<file path="src/assert_macros.svh">
// Assertion helpers for the sorter design.
`ifndef ASSERT_MACROS_SVH
`define ASSERT_MACROS_SVH

// Condition that must hold at every clock edge outside reset.
`define SKT_ASSERT(name, cond, msg) \
  name: assert property (@(posedge clk) disable iff (rst) (cond)) else $error(msg);

// Consequence that must hold in the cycle after the antecedent.
`define SKT_ASSERT_NEXT(name, ante, cons, msg) \
  name: assert property (@(posedge clk) disable iff (rst) (ante) |=> (cons)) else $error(msg);

`endif

</file>
<file path="src/skt_pkg.sv">
`timescale 1ns / 1ps

package skt_pkg;

  typedef logic signed [31:0] key_t;
  typedef logic [6:0]         tag_t;

  // Request codes
  localparam logic REQ_INSERT = 1'b0;
  localparam logic REQ_EMIT   = 1'b1;

  // Result status codes
  typedef enum logic [1:0] {
    ST_OK    = 2'd0,
    ST_FULL  = 2'd1,
    ST_EMPTY = 2'd2
  } status_t;

  // Broadcast from the control to every cell
  typedef struct packed {
    logic ins;
    logic emit;
    key_t key;
    tag_t tag;
  } skt_ctrl_t;

  // Handed from each cell to its neighbors on both sides
  typedef struct packed {
    logic gt;
    logic occ;
    key_t key;
    tag_t tag;
  } skt_link_t;

endpackage

</file>
<file path="src/skt_cell.sv">
`timescale 1ns / 1ps

module skt_cell (
  input  logic              clk,
  input  skt_pkg::skt_ctrl_t ctrl,
  input  logic              occ,
  input  skt_pkg::skt_link_t left,
  input  skt_pkg::skt_link_t right,
  output skt_pkg::skt_link_t link
);
  import skt_pkg::*;

  key_t key;
  tag_t tag;
  key_t key_next;
  tag_t tag_next;
  logic gt;

  // Strictly greater keeps equal keys in arrival order
  assign gt = occ && (key > ctrl.key);

  always_comb begin
    key_next = key;
    tag_next = tag;
    if (ctrl.ins) begin
      if (left.gt) begin
        key_next = left.key;
        tag_next = left.tag;
      end else if (gt || (!occ && left.occ)) begin
        key_next = ctrl.key;
        tag_next = ctrl.tag;
      end
    end else if (ctrl.emit) begin
      key_next = right.key;
      tag_next = right.tag;
    end
  end

  always_ff @(posedge clk) begin
    key <= key_next;
    tag <= tag_next;
  end

  assign link = '{gt: gt, occ: occ, key: key, tag: tag};

endmodule

</file>
<file path="config.mk">
export PLATFORM = sky130hd
export DESIGN_NAME = skt_cell
export DESIGN_NICKNAME = d
export VERILOG_FILES = /design/src/assert_macros.svh /design/src/skt_pkg.sv /design/src/skt_cell.sv
export SDC_FILE = /design/constraint.sdc
export NUM_CORES = 1
export LEC_CHECK = 0
export BUFFER_PORTS_ARGS = -buffer_cell sky130_fd_sc_hd__buf_2
export CORE_ASPECT_RATIO = 0.9
export CORE_MARGIN = 4
export CORE_UTILIZATION = 31
export DETAILED_ROUTE_END_ITERATION = 10
export PLACE_DENSITY = 0.65
export SLEW_MARGIN = 20
export SYNTH_ARGS = -nofsm -noshare
export SYNTH_HDL_FRONTEND = slang
export SYNTH_SLANG_ARGS = --single-unit
</file>
<file path="constraint.sdc">
create_clock -name clk -period 4.5 [get_ports clk]
set_clock_uncertainty 0.05 [all_clocks]
set_input_delay 0.9 -clock clk [delete_from_list [all_inputs] [get_ports clk]]
set_output_delay 0.9 -clock clk [all_outputs]
set_load 0.05 [all_outputs]
</file>
After elaboration in Yosys (flattened, before gate mapping) --
Cells that the tools add are included.
Storage, ports and cells: register bits 39, input bits 125, output and inout bits 41, logic and storage cells 18
Operators by class: $lt $le $gt $ge 1, equal/unequal tests 1, muxes and demuxes 8, reduce and logical (&&, ||, !) cells 6
Operators by type and width (count):
- 32-bit two-way mux | 4
- 32-bit > comparator | 1
- 7-bit two-way mux | 4
- 3-bit by 1-bit != test with 1-bit output, second input constant | 1
- 1-bit logical AND | 2
- 2-bit AND reduction | 1
- 2-bit nonzero test | 1
- 1-bit logical NOT | 1
- 1-bit logical OR | 1

Depth between registers and ports, before layout --
Gate-level depths: netlist of the first run.
word-level depth 6, gate-level depth with buffers 8, mapped depth without buffers 8

Least setup slack after synthesis of the first run --
OpenSTA, ideal clock, no wires.
path type input to register, start point input ctrl[38] (netlist name), end point register key[0] (enable), library setup time 0.399 ns, arrival 3.118 ns, required time 4.051 ns, setup slack 0.933 ns, stages on the path 8, path buffers 0, cells stage by stage inv_1 -> ha_1 -> nand4_2 -> nor4_4 -> nand2_1 -> a31oi_1 -> o221a_2 -> o22a_1
Between the ends: word-level cells in the longest chain between the ends 5
RTL lines:
- from (decl) | line skt_cell.sv:5 | input skt_pkg::skt_ctrl_t ctrl,
- 32-bit > comparator | line skt_cell.sv:20 | assign gt = occ && (key > ctrl.key);
- 1-bit logical AND | line skt_cell.sv:20
- via gt | line skt_cell.sv:17 | logic gt;
- 1-bit logical OR | line skt_cell.sv:29 | end else if (gt || (!occ && left.occ)) begin
- 3-bit by 1-bit != test with 1-bit output (no line)
- 2-bit AND reduction (no line)
- to (signal assigned) | line skt_cell.sv:40 | key <= key_next;
- to (decl) | line skt_cell.sv:13 | key_t key;
The timed path passes the listed nets, and every way through them passes these cells. A chain may end at the register's enable or synchronous reset.

==> impl_metrics.ini, run 1 <==
[drt]
firstDrtPassIters = 6
post-route-drc-count = 0
vias = 2625
wl_um = 7860
detail_route.wl_per_cell_um = 13.7
vias_per_cell = 4.59
ant_nets = 0
drt_iter0_drc = 67

[job]
cap_violations = 0

[timing]
rsz0062_at_grt = no
tightest_slew_ps = 727
fin_crit_sh_pct = 82.3
finalSetupViolCount = 0
hold_violations = 0
final_max_slew_viol_count = 0
max_clock_freq_ghz = 0.270
slew_headroom_pct = 51.5
fin_crit_ps = 3700
finalSetupTns_ps = 0

[final_layout]
insertedDiodeCount = 0
multiInputGateArea_sq_um = 1480
regArea_sq_um = 1170
fin_area_sq_um = 3860
drive_gt1_share_pct = 39.5
fin_cells = 572
final_nets = 609
area_growth_pct = 35.4
fillers = 903

[placement]
placed_cell_area_sq_um = 3780
dp_cells = 564
portBuffers = 163
gp_congestion = 0.744
dp_hpwl_um = 6420

[critical_path]
crit_top_cell = buf_2
cp.depth = 9
arrival_ps = 2750
crit_chain = buf_2, inv_1, ha_1, nand4_1, nor4_1, o21ai_0, a31oi_1, o221a_2, buf_2
crit_path_end_kind = output pin
required_ps = 3550
crit_buf_inv = 3
worstPathMaxFanout = 3
cp_slowest_cell = nor4_1
critPathKind = in -> out
path_delay_family = compound AO/OA/AOI/OAI gates
cp-start-kind = input port
r2r_cells = 8
cpPeakStageDelay_ps = 400

[power]
total_leakage_power_nw = 2.00
power_density_nw_per_um2 = 289
irDropWorstVdd_uv = 155

[hold_path]
whs_path_depth = 3
hold_class = in -> reg

[synth]
yosys.area_share.simple_pct = 11.0
synthXorXnorAreaFrac_pct = 0
synth_compound_area_share_pct = 13.1
yosysTopAreaCellShare_pct = 41.1
synth_area_leader_cell = edfxtp_1
synth_cells = 295
synth_top_family_by_area = adder cells
synth.top_cells.by_area = edfxtp_1 (41%), ha_1 (14%), mux2i_1 (14%)
synth.cell_area_sq_um = 2850
synth_nets = 452
ys.flop_type = edfxtp_1
synth_seq_cells = 39
synth.area.mux_share_pct = 13.7
yosysWarnings = 0
synth_fa_ha_area_share_pct = 14.0
synth-edff-count = 39
async_flop_share_pct = 0
synth_seq_area_share_pct = 41.1
synth.distinct_cells = 32
syn_area_per_cell_sq_um = 9.67

[clock_tree]
cts_resized = 0
cts_tree = done
htreeDepth = 2
numCtsBuffers = 5
cts_buffer_depth = 2
cts.sinks = 39
clk-insertion-delay-late_ps = 290
cts_root_buffer = clkbuf_8
ctsHoldBuffers = 0
post_cts_buffers = 0
clkTransAtPathRegs_ps = 80

[floorplan]
die_h_um = 99.0
core_sq_um = 8770
initial_core_util_pct = 32.5
fp-row-count = 32
die-area_sq_um = 10800
io_pins = 166
die_x_um = 109

[global_routing]
grt_max_degree = 79
antenna_found_initial = 1
grt_pass1_vias = 2670
gr-usage-all-layers_pct = 14.3
grt_pass1_wl_um = 12400
gr-total-overflow = 0

[status]
outcome = complete, no violations
## cell usage after synthesis (all sizes together) (2+ instances only)
master,count
nor4,2
nand2,11
clkbuf,9
nor2,43
mux2i,39
edfxtp,39
ha,32
nor2b,2
buf,7
a31oi,2
inv,35
o21ai,5
a21oi,52
nand4,5
## cells in the final DEF, fill, tap and decap left out, types with 5 or more instances in the layout
| master | count |
|---|---|
| a21oi_1 | 52 |
| buf_2 | 163 |
| clkbuf_8 | 5 |
| edfxtp_1 | 39 |
| ha_1 | 32 |
| inv_1 | 35 |
| mux2i_1 | 39 |
| nand2_1 | 9 |
| nor2_1 | 43 |
| o21ai_0 | 5 |
## registers in the layout (all words and copies together) (netlist names)
register	cells
key	32
tag	7
## path summary, 6_finish.rpt
path                               start       end  slack, ps
worst min-delay path            right[1]    tag[1]        880
worst max register to register   key[14]   key[26]       1650
worst max-delay path            ctrl[21]  link[40]        800
worst min register to register   key[31]    key[9]       1310
## cells by family (layout without fill, tap and decap cells)
family                   after synthesis  in the layout
buffers and inverters                 51            209
multiplexers                          39             39
adder cells (fa/ha/maj)               32             32
AND/OR/NAND/NOR                       66             66
flip-flops                            39             39
AO/OA/AOI/OAI                         68             68
## report_power, final
part	internal, mW	switching, mW	total, mW
Sequential	0.448	0.0179	0.466
Clock	0.106	0.124	0.230
Combinational	0.141	0.279	0.420
Total	0.695	0.421	1.12
## per-stage QoR
stage	setup WS [ps]	util [%]	total power [mW]	hold slack, ps
5_1_grt	613	44.0	1.19	879
6_report	796	44.0	1.12	879
3_5_place_dp	733	43.1	0.897	1180
2_1_floorplan	933	-	0.762	1080
3_3_place_gp	733	43.1	0.890	1170
4_1_cts	728	44.0	1.13	865
## worst register-to-register path: cells and delay by family (launching register included)
kind	cells	cell delay [ps]
simple gates	2	570
buf+inv	1	250
compound gates	4	940
fa+ha+maj	1	340
flops	1	400
## layer usage
layer  global-route usage (%)  up-vias  wire length [um]
li1                         -     1371                 -
met1                     17.6     1148              3410
met2                     24.3       98              3670
met3                     4.72        6               703
met4                     3.01        2                63
met5                        0        -                12
## final cells by class
class	instances	share of cell area, %
Inverter	35	3.40
Tap cell	119	3.85
Multi-Input combinational cell	205	38.3
Timing Repair Buffer	166	22.0
Clock inverter	2	0.194
Clock buffer	6	1.88
Sequential cell	39	30.3
Note: power is estimated with default switching activity, not from simulation.
==> run 2: changes to the inputs <==
--- a/config.mk
+++ b/config.mk
@@ -5,6 +5,7 @@
 export SDC_FILE = /design/constraint.sdc
 export NUM_CORES = 1
 export LEC_CHECK = 0
+export ABC_AREA = 1
 export BUFFER_PORTS_ARGS = -buffer_cell sky130_fd_sc_hd__buf_2
 export CORE_ASPECT_RATIO = 0.9
 export CORE_MARGIN = 4
==> constraint.sdc (replaced) <==
create_clock -name clk -period 3.8 [get_ports clk]
set_clock_uncertainty 0.05 [all_clocks]
set_input_delay 0.76 -clock clk [delete_from_list [all_inputs] [get_ports clk]]
set_output_delay 0.76 -clock clk [all_outputs]
set_load 0.05 [all_outputs]
==> run 2 against run 1 <==
Effect of this change: final cell count is 12% higher; sequential share of layout area fell by 0.069 points; final area rose by 0.23%; die area is 0.12% higher; critical path depth is 4 higher; non-clock buffer count up 1; sequential power rose by 20%; largest cell class unchanged.
==> impl_metrics.ini, run 2 <==
[synth]
synth.distinct_cells = 24
synth_seq_cells = 39
synth-edff-count = 39
synth.cell_area_sq_um = 2860
async_flop_share_pct = 0
yosysWarnings = 0
syn_area_per_cell_sq_um = 7.78
synth_nets = 524
synth_cells = 367
yosysTopAreaCellShare_pct = 41.0
synth_common_cells = o21ai_0 (77), nand2_1 (75), nor2_1 (52), inv_1 (41), edfxtp_1 (39)
ys.flop_type = edfxtp_1
synth.top_cells.by_area = edfxtp_1 (41%), ha_1 (14%), o21ai_0 (13%)
synth_seq_area_share_pct = 41.0
synth_area_leader_cell = edfxtp_1
synth.most_common_cell = o21ai_0

[floorplan]
core_sq_um = 8770
io_pins = 166
die_x_um = 109
fp-row-count = 32
die-area_sq_um = 10800
initial_core_util_pct = 32.6
die_h_um = 99.1

[status]
outcome = complete, no violations

[global_routing]
gr-usage-all-layers_pct = 15.9
antenna_found_initial = 0
grt_pass1_wl_um = 13700
gr-total-overflow = 0
grt_max_degree = 42
grt_pass1_vias = 2979

[critical_path]
cp-start-kind = input port
crit_path_end_kind = output pin
arrival_ps = 2320
critPathKind = in -> out
r2r_cells = 11
required_ps = 2990
worstPathMaxFanout = 3
r2r-end = key[20]
rr_startpoint = key[11]
rrSetupSlack_ps = 1250

[timing]
hold_violations = 0
setup_ws_ps = 672
finalSetupViolCount = 0
fin_crit_sh_pct = 82.3
finalSetupTns_ps = 0
max_clock_freq_ghz = 0.320
tightest_slew_ps = 704
slew_headroom_pct = 53.0
fin_crit_ps = 3130
rsz0062_at_grt = no
final_max_slew_viol_count = 0

[drt]
firstDrtPassIters = 4
drt_iter0_drc = 104
ant_nets = 0
post-route-drc-count = 0
vias_per_cell = 4.54
detail_route.wl_per_cell_um = 13.4
wl_um = 8610
vias = 2914

[hold_path]
whs_path_depth = 3
worstHoldEndpoint = tag[1]
hold_class = in -> reg
hp-start = right[1]

[power]
irDropWorstVdd_uv = 114
total_leakage_power_nw = 2.01
power_density_nw_per_um2 = 343

[clock_tree]
clk-insertion-delay-late_ps = 290
htreeDepth = 2
numCtsBuffers = 5
cts_buffer_depth = 2
clkTransAtPathRegs_ps = 80
cts.sinks = 39
cts_root_buffer = clkbuf_8
cts_tree = done
post_cts_buffers = 0
ctsHoldBuffers = 0
cts_resized = 0

[final_layout]
final_nets = 680
drive_gt1_share_pct = 34.8
largestRegisters = key x32, tag x7
final_util_pct = 44.1
final_cell_mix = buf_2 (163), o21ai_0 (77), nand2_1 (75), nor2_1 (52), inv_1 (41)
mostFrequentLayoutCell = buf_2
largest_register_ffs = 32
insertedDiodeCount = 0
top_register = key
area_growth_pct = 35.5

[placement]
gp_congestion = 0.762
pre_cts_ws_ps = 631
dp_hpwl_um = 6690
portBuffers = 163

[job]
cap_violations = 0
run 2: worst max-delay path by stage:
| stage | start | to | depth (start not counted) |
|---|---|---|---|
| floorplan | ctrl[38] | key[0] | 11 |
| global placement | ctrl[20] | link[40] | 13 |
| detailed placement | ctrl[22] | link[40] | 13 |
| CTS | ctrl[22] | link[40] | 13 |
| global route | ctrl[26] | link[40] | 15 |
| finish | ctrl[18] | link[40] | 13 |
run 2: logic make-up after synthesis:
| group | after synthesis | share of synthesized area, % |
|---|---|---|
| adders and majority gates | 32 | 14.0 |
| DFF | 39 | 41.0 |
| and+or+nand+nor | 136 | 18.9 |
| AOI/OAI and AO/OA | 98 | 17.6 |
| buffers and inverters | 62 | 8.50 |
run 2: layout make-up:
class / count / area [sq um]
clock buffer: 5 / 68.8
clock inverter: 2 / 8.76
fill: 920 / 4900
inverter: 44 / 165
multi-input combinational: 266 / 1450
sequential: 39 / 1170
tap: 119 / 149
timing repair buffer: 167 / 858
run 2: per-stage QoR:
step	cell area, sq um	power, mW	hold WS, ps	cells
2_1_floorplan	2860	0.907	901	367
3_3_place_gp	3790	1.07	987	635
3_5_place_dp	3790	1.08	992	635
4_1_cts	3870	1.35	684	642
5_1_grt	3870	1.42	689	642
6_report	3870	1.33	693	642
run 2: routing by layer:
| metal | wire length [um] | vias to the layer above | global-route usage, % |
|---|---|---|---|
| met5 | 0 | - | 0 |
| met4 | 44 | 0 | 3.16 |
| met3 | 674 | 4 | 3.99 |
| met2 | 4100 | 95 | 28.1 |
| met1 | 3780 | 1288 | 19.4 |
| li1 | - | 1527 | - |
run 2: power breakdown:
part	internal [mW]	total [mW]	leakage [nW]	switching (mW)
Sequential	0.534	0.557	0.396	0.0230
Combinational	0.157	0.505	1.57	0.348
Clock	0.122	0.266	0.0414	0.143
run 2: critical path: stages:
cell and delay [ps]:
buf_2 100, inv_1 40, ha_1 310, a21oi_1 150, nand2_1 70, a21oi_1 190
nand2_2 90, nand2_2 70, nand2_1 50, nand2_1 70, nand3_2 100, inv_1 60
buf_2 260
==> run 3: changes to the inputs <==
==> constraint.sdc (replaced) <==
create_clock -name clk -period 2.9 [get_ports clk]
set_clock_uncertainty 0.05 [all_clocks]
set_input_delay 0.58 -clock clk [delete_from_list [all_inputs] [get_ports clk]]
set_output_delay 0.58 -clock clk [all_outputs]
set_load 0.05 [all_outputs]
==> run 3 against run 2 <==
Effect of this change: hold slack got worse by 170 ps; flip-flop and latch count stayed put; global-route usage shrank 0.21 points; largest cell class unchanged; count of clock-buffer cells in the layout is the same; routed wire length increased by 0.27%; first-iteration DRC count down 27%; via count increased by 2.1%; sequential share of layout area is 0.32 points lower; highest routed layer unchanged; core utilization grew 0.47 points.
==> impl_metrics.ini, run 3 (same netlist as run 2, synthesis figures left out) <==
[timing]
fin_crit_sh_pct = 93.1
rsz0062_at_grt = no
tightest_slew_ps = 422
final_max_slew_viol_count = 0
hold_violations = 0
slew_headroom_pct = 71.8
setup_ws_ps = 199
fin_crit_ps = 2700
max_clock_freq_ghz = 0.370
finalSetupTns_ps = 0
finalSetupViolCount = 0

[global_routing]
gr-total-overflow = 0
grt_pass1_wl_um = 13400
grt_max_degree = 40
gr-usage-all-layers_pct = 15.7
antenna_found_initial = 0
grt_pass1_vias = 2863

[drt]
detail_route.wl_per_cell_um = 13.4
wl_um = 8630
post-route-drc-count = 0
firstDrtPassIters = 4
vias_per_cell = 4.62
drt_iter0_drc = 76
vias = 2975
ant_nets = 0

[placement]
placed_cell_area_sq_um = 3820
dp_hpwl_um = 6840
gp_congestion = 0.771
dp_cells = 637
portBuffers = 163
pre_cts_ws_ps = 78.5

[final_layout]
final_nets = 682
insertedDiodeCount = 0
largest_register_ffs = 32
final_cell_mix = buf_2 (162), o21ai_0 (77), nand2_1 (75), nor2_1 (52), inv_1 (41)
area_growth_pct = 37.0
fillers = 908
fin_area_sq_um = 3910
mostFrequentLayoutCell = buf_2
fin_cells = 644
largestRegisters = key x32, tag x7
top_register = key
drive_gt1_share_pct = 35.4
multiInputGateArea_sq_um = 1460
regArea_sq_um = 1170

[floorplan]
fp-row-count = 32
core_sq_um = 8770
die_x_um = 109
initial_core_util_pct = 32.6
die_h_um = 99.1
io_pins = 166
die-area_sq_um = 10800

[clock_tree]
cts_tree = done
cts_root_buffer = clkbuf_8
htreeDepth = 2
clkTransAtPathRegs_ps = 80
numCtsBuffers = 5
cts.sinks = 39
post_cts_buffers = 0
cts_buffer_depth = 2
clk-insertion-delay-late_ps = 290

[critical_path]
critPathKind = in -> out
rr_startpoint = key[27]
worstPathMaxFanout = 2
r2r-end = key[31]
r2r_cells = 11
crit_path_end_kind = output pin
required_ps = 2270
cp-start-kind = input port
arrival_ps = 2070
rrSetupSlack_ps = 610

[power]
combPwrFrac_pct = 38.6
power_mw = 1.76
total_leakage_power_nw = 2.03
irDropWorstVdd_uv = 171
power.net_switching_mw = 0.684
p_int_mw = 1.08
power.share.clock_pct = 20.1
power_density_nw_per_um2 = 449
p_sw_share_pct = 38.9
seq_power_share_pct = 41.4

[hold_path]
whs_path_depth = 3
hold_class = in -> reg
worstHoldEndpoint = key[21]
hp-start = right[28]

[status]
outcome = complete, no violations

[job]
cap_violations = 0
## run 3: cell count changes in the layout (fill, tap and decap cells not counted), sizes merged
cell,previous run,this run
buf,167,169
## run 3: cell type report
cell class	count	area share, %
multi-input cells	266	37.3
clock inverters	2	0.224
flip-flops and latches	39	29.9
repair buffers	169	22.8
well taps	119	3.81
clock buffers	5	1.76
inverters	44	4.22
## run 3: how the worst max path moves through the flow
| stage | from | to |
|---|---|---|
| after floorplan | key[31] | key[0] |
| after global placement | ctrl[38] | link[40] |
| after detailed placement | ctrl[20] | link[40] |
| after CTS | key[13] | link[40] |
| after global routing | key[3] | link[40] |
| final | ctrl[36] | link[40] |
## run 3: metal layers
| layer | track usage [%] | vias to the layer above | routed length (um) |
|---|---|---|---|
| li1 | - | 1533 | - |
| met4 | 3.16 | 0 | 52 |
| met1 | 19.2 | 1331 | 3770 |
| met5 | 0 | - | 0 |
| met2 | 27.7 | 107 | 4110 |
| met3 | 3.99 | 4 | 695 |
## run 3: critical path, stage by stage
cell and delay [ps]:
buf_2 100, inv_1 50, ha_1 300, nand2_1 90
nor2_2 40, and2_1 150, and3_2 200, nand2_2 90
nand2_1 50, nand2_1 70, nand3_2 100, inv_1 90
buf_6 160
## run 3: stage by stage
stage | hold WS, ps | utilization (%)
after floorplan | 721 | -
after global placement | 809 | 43.6
after detailed placement | 818 | 43.6
after CTS | 511 | 44.5
after global routing | 521 | 44.6
final | 519 | 44.6
## run 3: power by group through the flow
stage          Combinational, mW  Clock (mW)  Sequential [mW]
2_1_floorplan              0.238           0            0.952
3_3_place_gp               0.667           0            0.738
3_5_place_dp               0.679           0            0.741
4_1_cts                    0.682       0.378            0.728
5_1_grt                    0.749       0.395            0.736
6_report                   0.679       0.353            0.727
## run 3: timing repair
| action | CTS | global route |
|---|---|---|
| setup endpoints to repair | 0 | 1 |
| resized for setup | 0 | 5 |
| hold buffers | 0 | 0 |
